--- src/sv/adsr_pkg.sv ---
// Shared types and constants for the ADSR envelope generator.
`default_nettype none

package adsr_pkg;

  // Configuration register indexes
  localparam int unsigned CFG_IDX_BITS = 3;
  localparam logic [CFG_IDX_BITS-1:0] REG_ATTACK  = 3'd0;
  localparam logic [CFG_IDX_BITS-1:0] REG_DECAY   = 3'd1;
  localparam logic [CFG_IDX_BITS-1:0] REG_SUSTAIN = 3'd2;
  localparam logic [CFG_IDX_BITS-1:0] REG_RELEASE = 3'd3;
  localparam logic [CFG_IDX_BITS-1:0] REG_NOTE    = 3'd4;

  // Controller -> datapath
  typedef struct packed {
    logic accept;    // input beat taken this cycle
    logic load_seg;  // pick segment, latch ramp operands
    logic mul;       // multiply and seed the divider
    logic div_step;  // one quotient bit
    logic load_out;  // move level into output register
  } cmd_t;

  // Datapath -> controller
  typedef struct packed {
    logic emit;      // accepted beat produces a result
    logic out_free;  // output register can take a new level
  } stat_t;

endpackage

`default_nettype wire

--- src/sv/adsr_ifs.sv ---
// Valid/ready channel interfaces for the input and result beats.
`default_nettype none

interface adsr_in_if;
  logic valid;
  logic ready;
  logic start_note;

  modport source (output valid, output start_note, input ready);
  modport sink   (input valid, input start_note, output ready);
endinterface

interface adsr_out_if #(
  parameter int LEVEL_BITS = 16
);
  logic                  valid;
  logic                  ready;
  logic [LEVEL_BITS-1:0] level;
  logic                  last_sample;

  modport source (output valid, output level, output last_sample, input ready);
  modport sink   (input valid, input level, input last_sample, output ready);
endinterface

`default_nettype wire

--- src/sv/adsr_ctrl.sv ---
// Sequencer: accept, segment select, multiply, shift-subtract divide, hand off.
`default_nettype none

module adsr_ctrl #(
  parameter int LEVEL_BITS = 16
) (
  input  wire logic           clk,
  input  wire logic           rst_n,
  input  wire logic           in_valid,
  output logic                in_ready,
  input  wire adsr_pkg::stat_t stat,
  output adsr_pkg::cmd_t      cmd
);

  localparam int CntBits = $clog2(LEVEL_BITS);

  typedef enum logic [2:0] {
    S_IDLE,
    S_LOAD,
    S_MUL,
    S_DIV,
    S_DONE
  } state_t;

  state_t               state_r, state_nxt;
  logic [CntBits-1:0]   cnt_r, cnt_nxt;

  always_comb begin
    state_nxt = state_r;
    cnt_nxt   = cnt_r;
    cmd       = '0;
    case (state_r)
      S_IDLE: begin
        cmd.accept = in_valid;
        if (in_valid && stat.emit) begin
          state_nxt = S_LOAD;
        end
      end
      S_LOAD: begin
        cmd.load_seg = 1'b1;
        state_nxt    = S_MUL;
      end
      S_MUL: begin
        cmd.mul   = 1'b1;
        cnt_nxt   = '0;
        state_nxt = S_DIV;
      end
      S_DIV: begin
        cmd.div_step = 1'b1;
        if (cnt_r == CntBits'(LEVEL_BITS - 1)) begin
          state_nxt = S_DONE;
        end else begin
          cnt_nxt = cnt_r + CntBits'(1);
        end
      end
      S_DONE: begin
        if (stat.out_free) begin
          cmd.load_out = 1'b1;
          state_nxt    = S_IDLE;
        end
      end
      default: state_nxt = S_IDLE;
    endcase
  end

  assign in_ready = (state_r == S_IDLE);

  always_ff @(posedge clk) begin
    if (!rst_n) begin
      state_r <= S_IDLE;
      cnt_r   <= '0;
    end else begin
      state_r <= state_nxt;
      cnt_r   <= cnt_nxt;
    end
  end

endmodule

`default_nettype wire

--- src/sv/adsr_dp.sv ---
// Datapath: config registers, note state, ramp multiply, divider, output register.
`default_nettype none

module adsr_dp #(
  parameter int COUNT_BITS = 24,
  parameter int LEVEL_BITS = 16,
  parameter int CFG_BITS   = 24
) (
  input  wire logic                              clk,
  input  wire logic                              rst_n,
  input  wire logic                              cfg_we,
  input  wire logic [adsr_pkg::CFG_IDX_BITS-1:0] cfg_index,
  input  wire logic [CFG_BITS-1:0]               cfg_wdata,
  input  wire logic                              start_note,
  input  wire adsr_pkg::cmd_t                    cmd,
  output adsr_pkg::stat_t                        stat,
  input  wire logic                              out_ready,
  output logic                                   out_valid,
  output logic [LEVEL_BITS-1:0]                  out_level,
  output logic                                   out_last
);

  localparam int ProdBits = COUNT_BITS + LEVEL_BITS;
  localparam logic [LEVEL_BITS-1:0] FullScale  = {1'b1, {(LEVEL_BITS-1){1'b0}}};
  localparam logic [LEVEL_BITS-1:0] SusDefault = {2'b01, {(LEVEL_BITS-2){1'b0}}};

  // Config registers
  logic [COUNT_BITS-1:0] attack_r, decay_r, release_r, note_r;
  logic [LEVEL_BITS-1:0] sustain_r;

  // Note state
  logic [COUNT_BITS-1:0] idx_r, len_r, ae_r, de_r, rs_r;
  logic [LEVEL_BITS-1:0] held_r;
  logic                  active_r, last_r;

  // Ramp operands and divider
  logic [LEVEL_BITS-1:0] v0_r, dv_r;
  logic                  rise_r;
  logic [COUNT_BITS-1:0] span_r, step_r, rem_r;
  logic [LEVEL_BITS-1:0] quo_r;

  // Output register
  logic                  out_valid_r;
  logic [LEVEL_BITS-1:0] out_level_r;
  logic                  out_last_r;

  // Beat evaluation
  logic [COUNT_BITS-1:0] idx_inc, idx_new, len_new;
  logic                  emit, last_new;
  logic [COUNT_BITS:0]   ad_sum;
  logic [COUNT_BITS-1:0] ae_nxt, de_nxt, rs_nxt;
  logic [LEVEL_BITS-1:0] held_nxt;

  always_comb begin
    idx_inc = idx_r + COUNT_BITS'(1);
    if (start_note) begin
      len_new = note_r;
      idx_new = '0;
      emit    = (note_r != '0);
    end else begin
      len_new = len_r;
      idx_new = idx_inc;
      emit    = active_r && (idx_inc < len_r);
    end
    last_new = ((idx_new + COUNT_BITS'(1)) == len_new);

    ad_sum   = {1'b0, attack_r} + {1'b0, decay_r};
    ae_nxt   = (attack_r > note_r) ? note_r : attack_r;
    de_nxt   = (ad_sum > {1'b0, note_r}) ? note_r : ad_sum[COUNT_BITS-1:0];
    rs_nxt   = (release_r >= note_r) ? '0 : note_r - release_r;
    held_nxt = (sustain_r > FullScale) ? FullScale : sustain_r;
  end

  // Segment select: release overrides everything; sustain is a zero-depth ramp
  logic [LEVEL_BITS-1:0] seg_v0, seg_dv;
  logic                  seg_rise;
  logic [COUNT_BITS-1:0] seg_span, seg_step;

  always_comb begin
    if (idx_r >= rs_r) begin
      seg_v0   = held_r;
      seg_dv   = held_r;
      seg_rise = 1'b0;
      seg_span = len_r - rs_r;
      seg_step = idx_r - rs_r;
    end else if (idx_r >= de_r) begin
      seg_v0   = held_r;
      seg_dv   = '0;
      seg_rise = 1'b0;
      seg_span = COUNT_BITS'(1);
      seg_step = '0;
    end else if (idx_r >= ae_r) begin
      seg_v0   = FullScale;
      seg_dv   = FullScale - held_r;
      seg_rise = 1'b0;
      seg_span = de_r - ae_r;
      seg_step = idx_r - ae_r;
    end else begin
      seg_v0   = '0;
      seg_dv   = FullScale;
      seg_rise = 1'b1;
      seg_span = ae_r;
      seg_step = idx_r;
    end
  end

  // Multiply; quotient < dv, so the high part of the product is already < span
  logic [ProdBits-1:0] prod;
  assign prod = {{COUNT_BITS{1'b0}}, dv_r} * {{LEVEL_BITS{1'b0}}, step_r};

  // Restoring divide, one quotient bit per cycle, dividend low bits share quo_r
  logic [COUNT_BITS:0] trial, diff;
  logic                ge;
  always_comb begin
    trial = {rem_r, quo_r[LEVEL_BITS-1]};
    diff  = trial - {1'b0, span_r};
    ge    = (trial >= {1'b0, span_r});
  end

  logic [LEVEL_BITS-1:0] level_nxt;
  assign level_nxt = rise_r ? (v0_r + quo_r) : (v0_r - quo_r);

  assign stat.emit     = emit;
  assign stat.out_free = !out_valid_r || out_ready;

  // Control state and config
  always_ff @(posedge clk) begin
    if (!rst_n) begin
      attack_r    <= '0;
      decay_r     <= '0;
      sustain_r   <= SusDefault;
      release_r   <= '0;
      note_r      <= '0;
      idx_r       <= '0;
      len_r       <= '0;
      ae_r        <= '0;
      de_r        <= '0;
      rs_r        <= '0;
      held_r      <= '0;
      active_r    <= 1'b0;
      out_valid_r <= 1'b0;
    end else begin
      if (cfg_we) begin
        case (cfg_index)
          adsr_pkg::REG_ATTACK:  attack_r  <= cfg_wdata[COUNT_BITS-1:0];
          adsr_pkg::REG_DECAY:   decay_r   <= cfg_wdata[COUNT_BITS-1:0];
          adsr_pkg::REG_SUSTAIN: sustain_r <= cfg_wdata[LEVEL_BITS-1:0];
          adsr_pkg::REG_RELEASE: release_r <= cfg_wdata[COUNT_BITS-1:0];
          adsr_pkg::REG_NOTE:    note_r    <= cfg_wdata[COUNT_BITS-1:0];
          default: ;
        endcase
      end
      if (cmd.accept) begin
        if (start_note) begin
          len_r  <= note_r;
          ae_r   <= ae_nxt;
          de_r   <= de_nxt;
          rs_r   <= rs_nxt;
          held_r <= held_nxt;
        end
        if (start_note || active_r) begin
          idx_r    <= idx_new;
          active_r <= emit && !last_new;
        end
      end
      if (cmd.load_out) begin
        out_valid_r <= 1'b1;
      end else if (out_ready) begin
        out_valid_r <= 1'b0;
      end
    end
  end

  // Payload
  always_ff @(posedge clk) begin
    if (cmd.accept) begin
      last_r <= last_new;
    end
    if (cmd.load_seg) begin
      v0_r   <= seg_v0;
      dv_r   <= seg_dv;
      rise_r <= seg_rise;
      span_r <= seg_span;
      step_r <= seg_step;
    end
    if (cmd.mul) begin
      rem_r <= prod[ProdBits-1:LEVEL_BITS];
      quo_r <= prod[LEVEL_BITS-1:0];
    end else if (cmd.div_step) begin
      rem_r <= ge ? diff[COUNT_BITS-1:0] : trial[COUNT_BITS-1:0];
      quo_r <= {quo_r[LEVEL_BITS-2:0], ge};
    end
    if (cmd.load_out) begin
      out_level_r <= level_nxt;
      out_last_r  <= last_r;
    end
  end

  assign out_valid = out_valid_r;
  assign out_level = out_level_r;
  assign out_last  = out_last_r;

endmodule

`default_nettype wire

--- src/sv/adsr_envelope_generator_unit.sv ---
// Top level of the linear ADSR envelope generator.
//
//  channel  | dir | beat payload              | handshake
//  ---------+-----+---------------------------+------------------------------
//  in_bus   | in  | start_note                | valid & ready
//  out_bus  | out | level, last_sample        | valid & ready
//  cfg_*    | in  | cfg_index, cfg_wdata      | cfg_we, no back-pressure
//
// An input beat that yields a level passes through accept, segment select,
// multiply, LEVEL_BITS steps of the shift-subtract divider (one quotient bit
// per step), then hand-off to the output register once that register is free.
// A beat with no result leaves the sequencer idle.
// Reset is synchronous and active low; it clears the sequencer, note state,
// config registers (sustain to half scale) and the output valid.
// A stalled output holds its level; the next input beat is taken meanwhile,
// and its result waits in the sequencer until the output register frees up.
`default_nettype none

module adsr_envelope_generator_unit #(
  parameter  int COUNT_BITS = 24,
  parameter  int LEVEL_BITS = 16,
  localparam int CfgBits    = (COUNT_BITS > LEVEL_BITS) ? COUNT_BITS : LEVEL_BITS
) (
  input  wire logic                              clk,
  input  wire logic                              rst_n,
  input  wire logic                              cfg_we,
  input  wire logic [adsr_pkg::CFG_IDX_BITS-1:0] cfg_index,
  input  wire logic [CfgBits-1:0]                cfg_wdata,
  adsr_in_if.sink                                in_bus,
  adsr_out_if.source                             out_bus
);

  adsr_pkg::cmd_t  cmd;
  adsr_pkg::stat_t stat;
  logic            in_ready;

  // Sequencer
  adsr_ctrl #(
    .LEVEL_BITS (LEVEL_BITS)
  ) u_ctrl (
    .clk      (clk),
    .rst_n    (rst_n),
    .in_valid (in_bus.valid),
    .in_ready (in_ready),
    .stat     (stat),
    .cmd      (cmd)
  );

  assign in_bus.ready = in_ready;

  // Note state, ramp arithmetic and output register
  adsr_dp #(
    .COUNT_BITS (COUNT_BITS),
    .LEVEL_BITS (LEVEL_BITS),
    .CFG_BITS   (CfgBits)
  ) u_dp (
    .clk        (clk),
    .rst_n      (rst_n),
    .cfg_we     (cfg_we),
    .cfg_index  (cfg_index),
    .cfg_wdata  (cfg_wdata),
    .start_note (in_bus.start_note),
    .cmd        (cmd),
    .stat       (stat),
    .out_ready  (out_bus.ready),
    .out_valid  (out_bus.valid),
    .out_level  (out_bus.level),
    .out_last   (out_bus.last_sample)
  );

endmodule

`default_nettype wire

--- src/flat_wrapper.sv ---
// flat-port wrapper written by rule: the top's interface ports become plain ports
module adsr_envelope_generator_unit_flat 
#(
  parameter  int COUNT_BITS = 24,
  parameter  int LEVEL_BITS = 16,
  localparam int CfgBits    = (COUNT_BITS > LEVEL_BITS) ? COUNT_BITS : LEVEL_BITS
)
  (clk, rst_n, cfg_we, cfg_index, cfg_wdata, in_bus_valid, in_bus_start_note, in_bus_ready, out_bus_valid, out_bus_level, out_bus_last_sample, out_bus_ready);
  adsr_in_if in_bus_i ();
  adsr_out_if #(.LEVEL_BITS(LEVEL_BITS)) out_bus_i ();
  input  wire logic clk;
  input  wire logic rst_n;
  input  wire logic cfg_we;
  input  wire logic [adsr_pkg::CFG_IDX_BITS-1:0] cfg_index;
  input  wire logic [CfgBits-1:0] cfg_wdata;
  input wire logic [$bits(in_bus_i.valid)-1:0] in_bus_valid;
  input wire logic [$bits(in_bus_i.start_note)-1:0] in_bus_start_note;
  output wire logic [$bits(in_bus_i.ready)-1:0] in_bus_ready;
  output wire logic [$bits(out_bus_i.valid)-1:0] out_bus_valid;
  output wire logic [$bits(out_bus_i.level)-1:0] out_bus_level;
  output wire logic [$bits(out_bus_i.last_sample)-1:0] out_bus_last_sample;
  input wire logic [$bits(out_bus_i.ready)-1:0] out_bus_ready;
  assign in_bus_i.valid = in_bus_valid;
  assign in_bus_i.start_note = in_bus_start_note;
  assign in_bus_ready = in_bus_i.ready;
  assign out_bus_valid = out_bus_i.valid;
  assign out_bus_level = out_bus_i.level;
  assign out_bus_last_sample = out_bus_i.last_sample;
  assign out_bus_i.ready = out_bus_ready;
  adsr_envelope_generator_unit #(.COUNT_BITS(COUNT_BITS), .LEVEL_BITS(LEVEL_BITS)) u_core (.clk(clk), .rst_n(rst_n), .cfg_we(cfg_we), .cfg_index(cfg_index), .cfg_wdata(cfg_wdata), .in_bus(in_bus_i), .out_bus(out_bus_i));
endmodule
--- config.mk ---
export PLATFORM = sky130hd
export DESIGN_NAME = adsr_envelope_generator_unit_flat
export DESIGN_NICKNAME = d
export VERILOG_FILES = /design/src/sv/adsr_pkg.sv /design/src/sv/adsr_ifs.sv /design/src/sv/adsr_ctrl.sv /design/src/sv/adsr_dp.sv /design/src/sv/adsr_envelope_generator_unit.sv /design/src/flat_wrapper.sv
export SDC_FILE = /design/constraint.sdc
export NUM_CORES = 2
export LEC_CHECK = 0
export BUFFER_PORTS_ARGS = -buffer_cell sky130_fd_sc_hd__buf_2
export CAP_MARGIN = 20
export CORE_ASPECT_RATIO = 0.5
export CORE_MARGIN = 8
export CORE_UTILIZATION = 25
export DETAILED_ROUTE_END_ITERATION = 16
export SLEW_MARGIN = 20
export SYNTH_ARGS = -nofsm -noshare
export SYNTH_HDL_FRONTEND = slang
export SYNTH_HIERARCHICAL = 1
export SYNTH_SLANG_ARGS = --single-unit
--- constraint.sdc ---
create_clock -name clk -period 7.3 [get_ports clk]
set_input_delay 0.365 -clock clk [delete_from_list [all_inputs] [get_ports clk]]
set_output_delay 0.365 -clock clk [all_outputs]
set_load 0.005 [all_outputs]
**Word-level counts from Yosys, hierarchy flattened**

Index checks and enable logic that the tools add are counted.

- Bits in registers: 396
- Bits in latches: 0
- Memory bits (writable): 0
- ROM bits: 0
- Input bits: 33
- Output and inout port bits: 19
- Logic and storage cells: 125
- Memories kept: 0

- $add $sub $neg: 13
- Multipliers: 1
- Divide/modulo/power cells: 0
- Order comparisons: 9
- Equality and inequality tests: 14
- Shifts and indexed selects: 0
- Multiplexer cells: 40
- Bitwise logic cells: 0
- Reduce and logical (&&, ||, !) cells: 23

Operators with widths:

| kind | number |
|---|---|
| 2-to-1 mux 24 bit | 14 |
| 2-to-1 mux 16 bit | 10 |
| subtractor 24 bit | 6 |
| greater-or-equal comparator 24 bit | 4 |
| adder 24 x 1 -> 24 bit, second input constant | 2 |
| multiplier 16 x 24 -> 40 bit | 1 |
| adder 24 x 24 -> 25 bit | 1 |
| greater-or-equal comparator 25 x 24 -> 1 bit | 1 |
| > comparator 25 x 24 -> 1 bit | 1 |
| == test 24 bit | 1 |
| > comparator 24 bit | 1 |
| < comparator 24 bit | 1 |
| nonzero test 24 bit | 1 |
| adder 16 bit | 1 |
| > comparator 16 bit, second input constant | 1 |
| AND reduction 2 bit | 8 |
| subtractor 16 bit | 1 |
| subtractor 16 bit, first input constant | 1 |
| one-hot mux 3 bit (5 select lines) | 1 |
| == test 3 x 2 -> 1 bit, second input constant | 4 |
| 2-to-1 mux 1 bit | 10 |
| 2-to-1 mux 3 bit | 3 |
| one-hot mux 4 bit (2 select lines) | 1 |
| == test 3 x 1 -> 1 bit, second input constant | 2 |
| other kinds (13) | 23 |

**Logic depth before layout (Yosys ltp)**

- Word-level depth: 7
- Gate-level depth with buffers: 26
- Gate-level depth less buffers: 24

**Modules after synthesis**

The synthesis kept the hierarchy.

Modules (own cells, without submodules):

| module | instances | cells each | area each (µm²) | sequential area each (µm²) |
|---|---|---|---|---|
| adsr_dp | 1 | 4921 | 40954.3 | 9178.8 |
| adsr_ctrl | 1 | 42 | 369.1 | 140.1 |

**Worst setup path after synthesis**

No wires, ideal clock.

- Path kind: flip-flop to flip-flop
- From: reg u_core.u_ctrl.state_r[0]
- To: reg u_core.u_dp.dv_r[0], enable pin
- Library setup time: 639 ps
- Arrival time: 6342 ps
- Required time: 6661 ps
- Setup slack: 319 ps
- Stages on the path, launching flop included: 3
- Path buffers: 1
- Clock period less this slack: 6981 ps
- Cell sequence: dfxtp_1 -> buf_4 -> nor3b_1

RTL lines:

| what | RTL line | source |
|---|---|---|
| from (decl) | adsr_ctrl.sv:25 | `state_t state_r, state_nxt;` |
| from (signal assigned) | adsr_ctrl.sv:73 | `state_r <= state_nxt;` |
| to (signal assigned) | adsr_dp.sv:181 | `dv_r <= seg_dv;` |
| to (decl) | adsr_dp.sv:37 | `logic [LEVEL_BITS-1:0] v0_r, dv_r;` |

**Final worst setup path**

- From: reg u_core.u_dp.step_r[0]
- To: reg u_core.u_dp.rem_r[23] (data pin)

- Word-level cells in the longest chain between the ends: 2

Ends and longest elaborated chain:

| what | RTL line | source |
|---|---|---|
| from (decl) | adsr_dp.sv:39 | `logic [COUNT_BITS-1:0] span_r, step_r, rem_r;` |
| from (signal assigned) | adsr_dp.sv:184 | `step_r <= seg_step;` |
| multiplier 16 x 24 -> 40 bit | adsr_dp.sv:109 | `assign prod = {{COUNT_BITS{1'b0}}, dv_r} * {{LEVEL_BITS{1'b0}}, step_r};` |
| 2-to-1 mux 24 bit | adsr_dp.sv:186 | `if (cmd.mul) begin` |
| to (signal assigned) | adsr_dp.sv:187 | `rem_r <= prod[ProdBits-1:LEVEL_BITS];` |
| to (signal assigned) | adsr_dp.sv:190 | `rem_r <= ge ? diff[COUNT_BITS-1:0] : trial[COUNT_BITS-1:0];` |
| to (decl) | adsr_dp.sv:39 |  |

No other way between the ends.
A chain may end at the register's enable or synchronous reset.

==> results.ini <==
[status]
status=finished clean

[synthesis]
netlist_instances=4963
yosysWarnings=6
syn_nets=5703
yosysMostFrequentCell=nand2_1
syn_area_per_cell_sq_um=8.33
async_reset_ff_share_pct=0
synth-seq-cells=396
synth_area_leaders=fa_1 15%, dfxtp_1 12%, ha_1 12%
netlist_top_cells_count=694 x nand2_1, 590 x inv_1, 441 x a21oi_1
ys_seq_area_share_pct=22.6
synth_area_sq_mm=0.0413
synth_ff_type=dfxtp_1
synth.distinct_cells=105
synth_edf_count=139
synth.top_cell.area_share_pct=15.2
synth_area_leader_cell=fa_1

[floorplanning]
die_area_sq_mm=0.179
num_rows=105
start_util_pct=25.2
io_pins=52
die_h_microns=303
die_w_microns=591
core_sq_mm=0.164

[clocking]
cts_root_buf=clkbuf_16
insertion_delay_ns=0.62
numCtsBuffers=49
ctsHoldBuffers=0
cts.sinks=396
clk_pin_slew_ns=0.07
clock_path_buffers=3
cts_tree=done
cts_max_level=2

[routing]
wl_per_cell_microns=17.2
via_count=34918
dr.pass1.iters=6
avgViaCountPerCell=4.85
drc=0
wirelength_microns=124000
initialDrtViolationCount=2624
antenna_left=0

[critical_path]
cp.required_ns=7.61
cp-end-kind=flop
slowest_stage=edfxtp_1
crit_chain=nand2_1 > fa_1 > fa_1 > inv_1 > fa_1 > fa_1 > fa_1 > inv_1 > fa_1 > inv_1 > ha_1 > o21ai_0 > o31a_1 > a211oi_1 > buf_4 > a31oi_1 > a311oi_1 > and3_1 > o21ai_1 > nor2_1 > a311oi_1
start_kind=flop
crit_buf_inv=4
reg2reg_from=u_core/u_dp/step_r[0]
cp_top_family=adder cells
cpMostUsedCell=fa_1
reg2reg_depth=21
reg2reg_setup_slack_ns=0.35
critical_path_class=reg2reg
cp-startpoint=u_core/u_dp/step_r[0]
path_depth=21
arrival_ns=7.26
slowest_delay_ns=0.72
path_max_fanout=10

[timing]
skew_ns=0.0304
slew_headroom_pct=30.0
max_freq_mhz=144
layout_setup_ws_ns=0.349
setup_tns_ns=0
drv_slew=0
hold_viol=0
finalCritPeriodShare_pct=95.2
fin_crit_ns=6.95
rsz0062_at_grt=no
setup_viol=0
max_slew.worst_pin.slew_ns=1.05

[global_routing]
grt_max_degree=102
antenna_found_initial=3
grt.total_usage_pct=13.5
grt_pass1_vias=34442
grt_pass1_wl_microns=195000
grt-ovfl-total=0

[final_layout]
num-fill-cells=17540
area_growth_pct=12.3
finish.net_count=5709
layout-drive-gt1-share_pct=6.69

[placement]
place_ws_ns=0.0402
portBuffers=51
dp_hpwl_microns=98100
place_congestion=0.908

[min_path]
min_path_type=in2reg
hp-start=cfg_wdata[16]
whs_path_depth=3

[flow_run]
cap_violations=0

-- flip-flops by register name, summed over array words and instances (netlist names), 24 cells and up --
| signal | count |
|---|---|
| u_core/u_dp/ae_r | 24 |
| u_core/u_dp/attack_r | 24 |
| u_core/u_dp/de_r | 24 |
| u_core/u_dp/decay_r | 24 |
| u_core/u_dp/idx_r | 24 |
| u_core/u_dp/len_r | 24 |
| u_core/u_dp/note_r | 24 |
| u_core/u_dp/release_r | 24 |
| u_core/u_dp/rem_r | 24 |
| u_core/u_dp/rs_r | 24 |
| u_core/u_dp/span_r | 24 |
| u_core/u_dp/step_r | 24 |
-- cells in the final DEF (no fill, tap or decap), types with 11 or more instances in the layout --
| cell | n |
|---|---|
| buf_4 | 111 |
| mux2_2 | 11 |
| or3_1 | 27 |
| nand4_1 | 46 |
| buf_2 | 51 |
| nor3_1 | 63 |
| o21a_1 | 34 |
| nor2_1 | 260 |
| o21ai_0 | 173 |
| edfxtp_1 | 139 |
| or2_2 | 15 |
| a211oi_1 | 45 |
| nor4_1 | 26 |
| and2_1 | 178 |
| o211ai_1 | 15 |
| nand2b_1 | 52 |
| a21oi_1 | 441 |
| a311oi_1 | 16 |
| a22oi_1 | 35 |
| dfxtp_1 | 257 |
| nor2b_1 | 41 |
| and3_1 | 31 |
| fa_1 | 314 |
| mux2i_1 | 55 |
| clkbuf_16 | 51 |
| o21ai_1 | 28 |
| xor2_1 | 95 |
| xnor2_1 | 150 |
| o21bai_1 | 31 |
| nand3_1 | 71 |
| a31oi_1 | 41 |
| clkbuf_8 | 11 |
| inv_1 | 590 |
| o31ai_1 | 13 |
| nand2_1 | 692 |
| o22ai_1 | 40 |
| ha_1 | 393 |
| a21o_1 | 110 |
-- path summary, 6_finish.rpt --
kind	endpoint
min reg2reg	u_core/u_dp/out_last
max reg2reg	u_core/u_dp/rem_r[23]
min	u_core/u_dp/release_r[16]
max	u_core/u_dp/rem_r[23]
-- layer usage --
layer	vias up	part of all wire, %	global-route usage [%]
li1	16879	-	-
met1	16895	46	18.4
met2	940	45	22.4
met3	202	5.5	1.15
met4	2	3.5	4.63
met5	-	0.016	0
-- layout make-up --
cell class	instances	area [sq um]	share of cell area, %
Clock buffer	68	1450	3.12
Inverter	594	2230	4.81
Sequential cell	396	9320	20.1
Tap cell	2193	2740	5.91
Antenna cell	1	2.50	0.00539
Clock inverter	22	354	0.763
Timing Repair Buffer	175	1340	2.88
Multi-Input combinational cell	3753	29000	62.4
-- cells by family after synthesis --
family          share of synthesized area [%]
simple gates                             18.2
compound gates                           17.2
buf+inv                                  7.51
fa+ha+maj                                27.1
flops                                    22.6
xor+xnor                                 5.71
mux                                      1.63
-- worst register-to-register path: stages, from the launching register on --
cell	delay, ns
edfxtp_1	0.72
nand2_1	0.17
fa_1	0.55
fa_1	0.54
inv_1	0.05
fa_1	0.51
fa_1	0.52
fa_1	0.55
inv_1	0.05
fa_1	0.57
inv_1	0.05
ha_1	0.36
o21ai_0	0.16
o31a_1	0.32
a211oi_1	0.28
buf_4	0.19
a31oi_1	0.13
a311oi_1	0.41
and3_1	0.23
o21ai_1	0.11
nor2_1	0.13
a311oi_1	0.06
-- through the flow --
step | util (%) | hold slack [ns] | cell area (sq um) | cells
4_1_cts | 28.0 | 0.00706 | 45900 | 7152
3_5_place_dp | 26.8 | 0.427 | 44000 | 7059
6_report | 28.3 | 0.0340 | 46400 | 7202
2_1_floorplan | - | 0.400 | 41300 | 4963
5_1_grt | 28.3 | 0.0336 | 46400 | 7201
3_3_place_gp | 26.8 | 0.419 | 44000 | 7059
-- repair_timing --
action,in CTS,in global routing
resized for setup,0,5
setup endpoints to repair,1,8
pin swaps,0,0
buffers inserted,3,48
Power is not shown: default switching activity piles up to over one toggle a cycle in this logic, so the estimate is an artifact.
